## config.mk

```make
export PLATFORM = sky130hd
export DESIGN_NAME = sv39_page_walker
export DESIGN_NICKNAME = d
export VERILOG_FILES = /design/src/design/sv39pw_pkg.sv /design/src/design/sv39_page_walker.sv /design/src/design/sv39pw_walk.sv
export SDC_FILE = /design/constraint.sdc
export NUM_CORES = 1
export LEC_CHECK = 0
export BUFFER_PORTS_ARGS = -buffer_cell sky130_fd_sc_hd__clkbuf_2
export CORE_MARGIN = 2
export CORE_UTILIZATION = 53
export CTS_CLUSTER_DIAMETER = 30
export DETAILED_ROUTE_END_ITERATION = 8
export GPL_TIMING_DRIVEN = 0
export PLACE_DENSITY = 0.76
export SETUP_SLACK_MARGIN = 0.02
export SLEW_MARGIN = 20
export SYNTH_ARGS = -nofsm -noshare
export SYNTH_HDL_FRONTEND = slang
export SYNTH_SLANG_ARGS = --single-unit
```

## constraint.sdc

```tcl
create_clock -name clk -period 4.09 [get_ports clk]
set_input_delay 0.409 -clock clk [delete_from_list [all_inputs] [get_ports clk]]
set_output_delay 0.409 -clock clk [all_outputs]
set_load 0.03 [all_outputs]
```

## src/design/sv39pw_pkg.sv

```systemverilog
`timescale 1ns / 1ps
// ----------------------------------------------------------------------------
// sv39pw_pkg
// Shared types, field widths and codes for the Sv39 page table walker.
// ----------------------------------------------------------------------------
package sv39pw_pkg;

  localparam int VA_W    = 39;
  localparam int PTE_W   = 64;
  localparam int PPN_W   = 44;
  localparam int ADDR_W  = 56;
  localparam int MODE_W  = 4;
  localparam int VPN_W   = 9;
  localparam int OFS_W   = 12;
  localparam int CAUSE_W = 3;
  localparam int LEVEL_W = 2;

  localparam int IN_DATA_W  = 104;
  localparam int OUT_DATA_W = 64;

  localparam logic [MODE_W-1:0] MODE_BARE = 4'd0;
  localparam logic [MODE_W-1:0] MODE_SV39 = 4'd8;

  localparam logic CFG_MODE = 1'b0;
  localparam logic CFG_ROOT = 1'b1;

  localparam logic [3:0] PTE_NODE_FLAGS = 4'h1;
  localparam logic [3:0] PTE_LEAF_FLAGS = 4'hF;

  localparam logic [LEVEL_W-1:0] LEVEL_ROOT = 2'd0;
  localparam logic [LEVEL_W-1:0] LEVEL_MID  = 2'd1;
  localparam logic [LEVEL_W-1:0] LEVEL_LEAF = 2'd2;

  typedef enum logic {
    OP_TRANSLATE = 1'b0,
    OP_PTE_DATA  = 1'b1
  } op_t;

  typedef enum logic [1:0] {
    KIND_READ   = 2'd0,
    KIND_XLATE  = 2'd1,
    KIND_DIRECT = 2'd2,
    KIND_FAULT  = 2'd3
  } kind_t;

  typedef enum logic [CAUSE_W-1:0] {
    CAUSE_NONE = 3'd0,
    CAUSE_MODE = 3'd1,
    CAUSE_L1   = 3'd2,
    CAUSE_L2   = 3'd3,
    CAUSE_LEAF = 3'd4
  } cause_t;

  typedef struct packed {
    logic              valid;
    kind_t             kind;
    logic [ADDR_W-1:0] address;
    cause_t            cause;
  } result_t;

endpackage

```

## src/design/sv39_page_walker.sv

```systemverilog
`timescale 1ns / 1ps
// ----------------------------------------------------------------------------
// sv39_page_walker
// Sv39 page table walker: translate requests and returned page table entries
// come in on one stream, read requests, translations and faults go out.
// ----------------------------------------------------------------------------
// Path: an accepted input transaction is held in the input register, then
//   its result is registered in the result register and shows on out_tvalid.
// Throughput: one transaction per cycle; the input register and the result
//   register advance together whenever the result register is free or taken.
// Reset: rst_n (synchronous, active low) empties both registers, ends any
//   walk and clears translation_mode and root_table_ppn to zero.
// ----------------------------------------------------------------------------
module sv39_page_walker (
  input  logic                              clk,
  input  logic                              rst_n,
  // configuration write port
  input  logic                              cfg_we,
  input  logic                              cfg_index,
  input  logic [sv39pw_pkg::PPN_W-1:0]      cfg_wdata,
  // input stream
  input  logic                              in_tvalid,
  output logic                              in_tready,
  // in_tdata: [38:0] virtual_address, [102:39] entry_data, [103] zero
  input  logic [sv39pw_pkg::IN_DATA_W-1:0]  in_tdata,
  // in_tuser: [0] operation
  input  logic                              in_tuser,
  // result stream
  output logic                              out_tvalid,
  input  logic                              out_tready,
  // out_tdata: [55:0] address, [58:56] fault_cause, [63:59] zero
  output logic [sv39pw_pkg::OUT_DATA_W-1:0] out_tdata,
  // out_tuser: [1:0] result_kind
  output logic [1:0]                        out_tuser
);
  import sv39pw_pkg::*;

  // configuration registers
  logic [MODE_W-1:0] mode_r;
  logic [PPN_W-1:0]  root_r;

  // input register
  logic             in_v_r;
  op_t              op_r;
  logic [VA_W-1:0]  va_r;
  logic [PTE_W-1:0] pte_r;

  // result register
  logic              out_v_r;
  kind_t             kind_r;
  logic [ADDR_W-1:0] addr_r;
  cause_t            cause_r;

  logic    advance;
  logic    out_free;
  result_t res;

  // Advance the held transaction when the result slot is free or being taken.
  assign out_free  = !out_v_r || out_tready;
  assign advance   = in_v_r && out_free;
  assign in_tready = !in_v_r || advance;

  always_ff @(posedge clk) begin
    if (!rst_n) begin
      mode_r <= MODE_BARE;
      root_r <= '0;
    end else if (cfg_we) begin
      case (cfg_index)
        CFG_MODE: mode_r <= cfg_wdata[MODE_W-1:0];
        CFG_ROOT: root_r <= cfg_wdata;
        default:  ;
      endcase
    end
  end

  // Capture a new transaction; drop the held one once it has advanced.
  always_ff @(posedge clk) begin
    if (!rst_n) begin
      in_v_r <= 1'b0;
    end else if (in_tready) begin
      in_v_r <= in_tvalid;
    end
  end

  always_ff @(posedge clk) begin
    if (in_tvalid && in_tready) begin
      op_r  <= op_t'(in_tuser);
      va_r  <= in_tdata[VA_W-1:0];
      pte_r <= in_tdata[VA_W+PTE_W-1:VA_W];
    end
  end

  // Walk state and the per-item decision; state moves only on advance.
  sv39pw_walk u_walk (
    .clk       (clk),
    .rst_n     (rst_n),
    .item_fire (advance),
    .item_op   (op_r),
    .item_va   (va_r),
    .item_pte  (pte_r),
    .mode      (mode_r),
    .root_ppn  (root_r),
    .res       (res)
  );

  // Hold the result until taken; items that cause no result leave a bubble.
  always_ff @(posedge clk) begin
    if (!rst_n) begin
      out_v_r <= 1'b0;
    end else if (out_free) begin
      out_v_r <= advance && res.valid;
    end
  end

  always_ff @(posedge clk) begin
    if (advance && res.valid) begin
      kind_r  <= res.kind;
      addr_r  <= res.address;
      cause_r <= res.cause;
    end
  end

  assign out_tvalid = out_v_r;
  assign out_tuser  = kind_r;
  assign out_tdata  = {{(OUT_DATA_W-ADDR_W-CAUSE_W){1'b0}}, cause_r, addr_r};

endmodule

```

## src/design/sv39pw_walk.sv

```systemverilog
`timescale 1ns / 1ps
// ----------------------------------------------------------------------------
// sv39pw_walk
// Walk state and combinational decision logic for one item.
// ----------------------------------------------------------------------------
module sv39pw_walk (
  input  logic                          clk,
  input  logic                          rst_n,
  input  logic                          item_fire,
  input  sv39pw_pkg::op_t               item_op,
  input  logic [sv39pw_pkg::VA_W-1:0]   item_va,
  input  logic [sv39pw_pkg::PTE_W-1:0]  item_pte,
  input  logic [sv39pw_pkg::MODE_W-1:0] mode,
  input  logic [sv39pw_pkg::PPN_W-1:0]  root_ppn,
  output sv39pw_pkg::result_t           res
);
  import sv39pw_pkg::*;

  logic               active_r, active_nxt;
  logic [LEVEL_W-1:0] level_r, level_nxt;
  logic [VA_W-1:0]    vaddr_r, vaddr_nxt;

  logic [PPN_W-1:0] pte_ppn;
  logic             pte_top;
  logic [VPN_W-1:0] next_vpn;

  assign pte_ppn = item_pte[53:10];
  assign pte_top = item_pte[63];

  // index for the level after the current one
  always_comb begin
    case (level_r)
      LEVEL_ROOT: next_vpn = vaddr_r[29:21];
      default:    next_vpn = vaddr_r[20:12];
    endcase
  end

  always_comb begin
    active_nxt  = active_r;
    level_nxt   = level_r;
    vaddr_nxt   = vaddr_r;
    res.valid   = 1'b0;
    res.kind    = KIND_READ;
    res.address = '0;
    res.cause   = CAUSE_NONE;
    if (item_fire) begin
      if (item_op == OP_TRANSLATE) begin
        if (!active_r) begin
          res.valid = 1'b1;
          if (mode == MODE_BARE) begin
            res.kind    = KIND_DIRECT;
            res.address = {{(ADDR_W-VA_W){1'b0}}, item_va};
          end else if (mode != MODE_SV39) begin
            res.kind  = KIND_FAULT;
            res.cause = CAUSE_MODE;
          end else begin
            active_nxt  = 1'b1;
            level_nxt   = LEVEL_ROOT;
            vaddr_nxt   = item_va;
            // base low bits are zero, so base + vpn*8 is a concatenation
            res.address = {root_ppn, item_va[38:30], 3'b000};
          end
        end
      end else if (active_r) begin
        res.valid = 1'b1;
        if (level_r == LEVEL_ROOT || level_r == LEVEL_MID) begin
          if (item_pte[3:0] == PTE_NODE_FLAGS && pte_top) begin
            level_nxt   = level_r + 2'd1;
            res.address = {pte_ppn, next_vpn, 3'b000};
          end else begin
            active_nxt = 1'b0;
            res.kind   = KIND_FAULT;
            res.cause  = (level_r == LEVEL_ROOT) ? CAUSE_L1 : CAUSE_L2;
          end
        end else begin
          // any other level value acts as the leaf
          active_nxt = 1'b0;
          if (item_pte[3:0] == PTE_LEAF_FLAGS && pte_top) begin
            res.kind    = KIND_XLATE;
            res.address = {pte_ppn, vaddr_r[OFS_W-1:0]};
          end else begin
            res.kind  = KIND_FAULT;
            res.cause = CAUSE_LEAF;
          end
        end
      end
    end
  end

  always_ff @(posedge clk) begin
    if (!rst_n) begin
      active_r <= 1'b0;
      level_r  <= LEVEL_ROOT;
      vaddr_r  <= '0;
    end else begin
      active_r <= active_nxt;
      level_r  <= level_nxt;
      vaddr_r  <= vaddr_nxt;
    end
  end

endmodule
```

==> impl_metrics.ini <==
[cts]
post_cts_buffers = 0
clockBufferDepth = 3
cts-buffers-inserted = 43
cts.sinks = 233
ctsHoldBuffers = 0
cts.clk_slew.worst_paths_ps = 50
clock_latency_ps = 520
cts_resized = 0
clockRootBuffer = clkbuf_16
cts_tree = yes
ctsHtreeMaxLevel = 2

[synthesis]
syn_avg_cell_area_sq_um = 12.83
synth_top_cell_by_area = edfxtp_1
ys_top_cells_by_area = edfxtp_1 (50%), dfxtp_1 (18%), nand2_1 (6.5%)
ys_seq_area_share_pct = 68.39
yosys_register_bits = 233
ys_warn_count = 0
syn-cell-area_sq_um = 9016
synth_top_flop_cell = edfxtp_1
synth_cell_type_count = 43
synthArstFlopShare_pct = 0
synth.top_cell.area_share_pct = 49.96
synth_common_cells = nand2_1 (155), edfxtp_1 (150), dfxtp_1 (83)
synth-edff-count = 150
synth.most_common_cell = nand2_1
synth_cells = 703

[sta]
hold_viol_final = 0
hold_slack_ps = 64.77
clock_skew_ps = 25.35
fmax_mhz = 412.1
period_minus_slack_ps = 2427
setup_violations = 0
maxSlewHeadroom_pct = 47.07
post-route-period-util_pct = 59.34
totalNegativeSetupSlack_ps = 0
slew_viol_final = 0
worst_pin_slew_ps = 788.7
rsz0062_at_grt = false
timing.final.ws_setup_ps = 1663

[worst_setup_path]
crit_family = simple AND/OR/NAND/NOR gates
crit_fanout = 10
cpPeakStageDelay_ps = 430
end_kind = flop
start_kind = flop
r2r_slack_ps = 1660
arrival_ps = 2770
critPathSlowestCell = or3_4
path_cells = inv_1 -> ha_1 -> or2_1 -> clkbuf_1 -> or3_4 -> a21oi_4 -> buf_6 -> o2bb2ai_1
path_buf_inv = 3
critPathKind = flop to flop
cp.required_ps = 4430

[pwr]
p_per_area_nw_per_um2 = 551.7
leakagePower_nw = 4.569
finalPower_mw = 6.552
irDropWorstVdd_uv = 482.8

[cells_and_area]
area_growth_pct = 31.71
final_area_sq_um = 11880
nets = 1111
finish.utilization_pct = 71.61
finalNonFillerCells = 1210
drive_gt1_share_pct = 30.64

[die]
initial_core_util_pct = 54.37
die_h_microns = 134.4
core_area_sq_um = 16580
die-area_sq_um = 18070
pin_count = 223
core.rowCount = 47
die_w_microns = 134.4

[placed_design]
hpwlAfterDp_microns = 14380
placed_area_sq_um = 10360
place.port_buffers = 200
gp_congestion = 0.8687
dp.cells = 1129
dpl_worst_slack_ps = 1686

[run_status]
outcome = finished clean

[drt]
via_per_inst = 5.261
vias = 6366
first_pass_iters = 5
drtAntennaViolNets = 0
first_iter_violations = 388
wl_microns = 21310
drcViolationCount = 0
wl_per_cell_microns = 17.61

[global_routing]
grt_max_degree = 54
track_usage_pct = 23.74
grt_antenna_before_repair = 2
grt_overflow_total = 0
grt_pass1_wl_microns = 32760
grt_pass1_vias = 6279

[worst_hold_path]
hp-class = primary input to flop

[run]
cap_violations = 0
==> power breakdown <==
part | internal (mW) | leakage, nW | switching [mW]
sequential | 2.61 | 2.14 | 0.0434
clock | 2.42 | 0.732 | 1.17
combinational | 0.121 | 1.69 | 0.191
==> path summary, 6_finish.rpt <==
check,startpoint,end,cells past startpoint
worst max-delay path,u_walk.level_r[0],addr_r[24],8
worst min-delay path,in_tdata[75],pte_r[36],1
worst max register to register,u_walk.level_r[0],addr_r[24],8
worst min register to register,root_r[11],root_r[11],2
==> registers in the layout, summed over array words and instances, names as in the netlist <==
register / count
addr_r: 56
cause_r: 3
in_v_r: 1
mode_r: 4
op_r: 1
out_tuser: 2
out_tvalid: 1
pte_r: 49
root_r: 44
u_walk.active_r: 1
u_walk.level_r: 2
u_walk.vaddr_r: 30
va_r: 39
==> cell usage in the layout (no fill, tap or decap), types with 2 or more instances in the layout <==
master,count
a21boi_0,75
a21oi_1,25
a22o_1,17
a22oi_1,12
and2_1,2
buf_1,2
buf_2,7
buf_4,6
buf_6,4
bufinv_16,6
clkbuf_1,32
clkbuf_16,44
clkbuf_2,200
clkbuf_8,4
clkinv_1,4
clkinv_2,8
clkinv_4,4
clkinvlp_4,5
conb_1,5
dfxtp_1,83
edfxtp_1,150
ha_1,2
inv_1,5
inv_6,3
mux2i_1,40
nand2_1,155
nand3_1,3
nand4_1,5
nor2_1,6
nor2b_1,8
nor3_1,11
nor3_2,2
nor3b_1,2
nor4_1,2
o2bb2ai_1,28
==> per-layer routing <==
layer  vias up  share of wire, %  track usage, %
li1       3073                 -               -
met1      3036                43           32.27
met2       230                50           39.00
met4         0               1.5           7.193
met5         -                 0               0
met3        27               6.4           4.649
==> area by class of cell <==
cell class / count / area (sq um)
buffer: 50 / 249.0
clock inverter: 31 / 350.3
multi-input combinational: 419 / 2605
fill: 1195 / 4708
inverter: 5 / 18.77
tap: 220 / 275.3
clock buffer: 49 / 1160
timing repair buffer: 202 / 1049
sequential: 233 / 6166
antenna: 1 / 2.502
==> cells by family after synthesis <==
logic type | after synthesis | synth area share, %
compound gates | 164 | 13.77
xor+xnor | 1 | 0.09716
fa+ha+maj | 2 | 0.2775
buf+inv | 55 | 2.970
flops | 233 | 68.39
mux | 40 | 4.441
other cells | 1 | 0.04159
simple gates | 207 | 10.02
(Power assumes the default switching activity.)
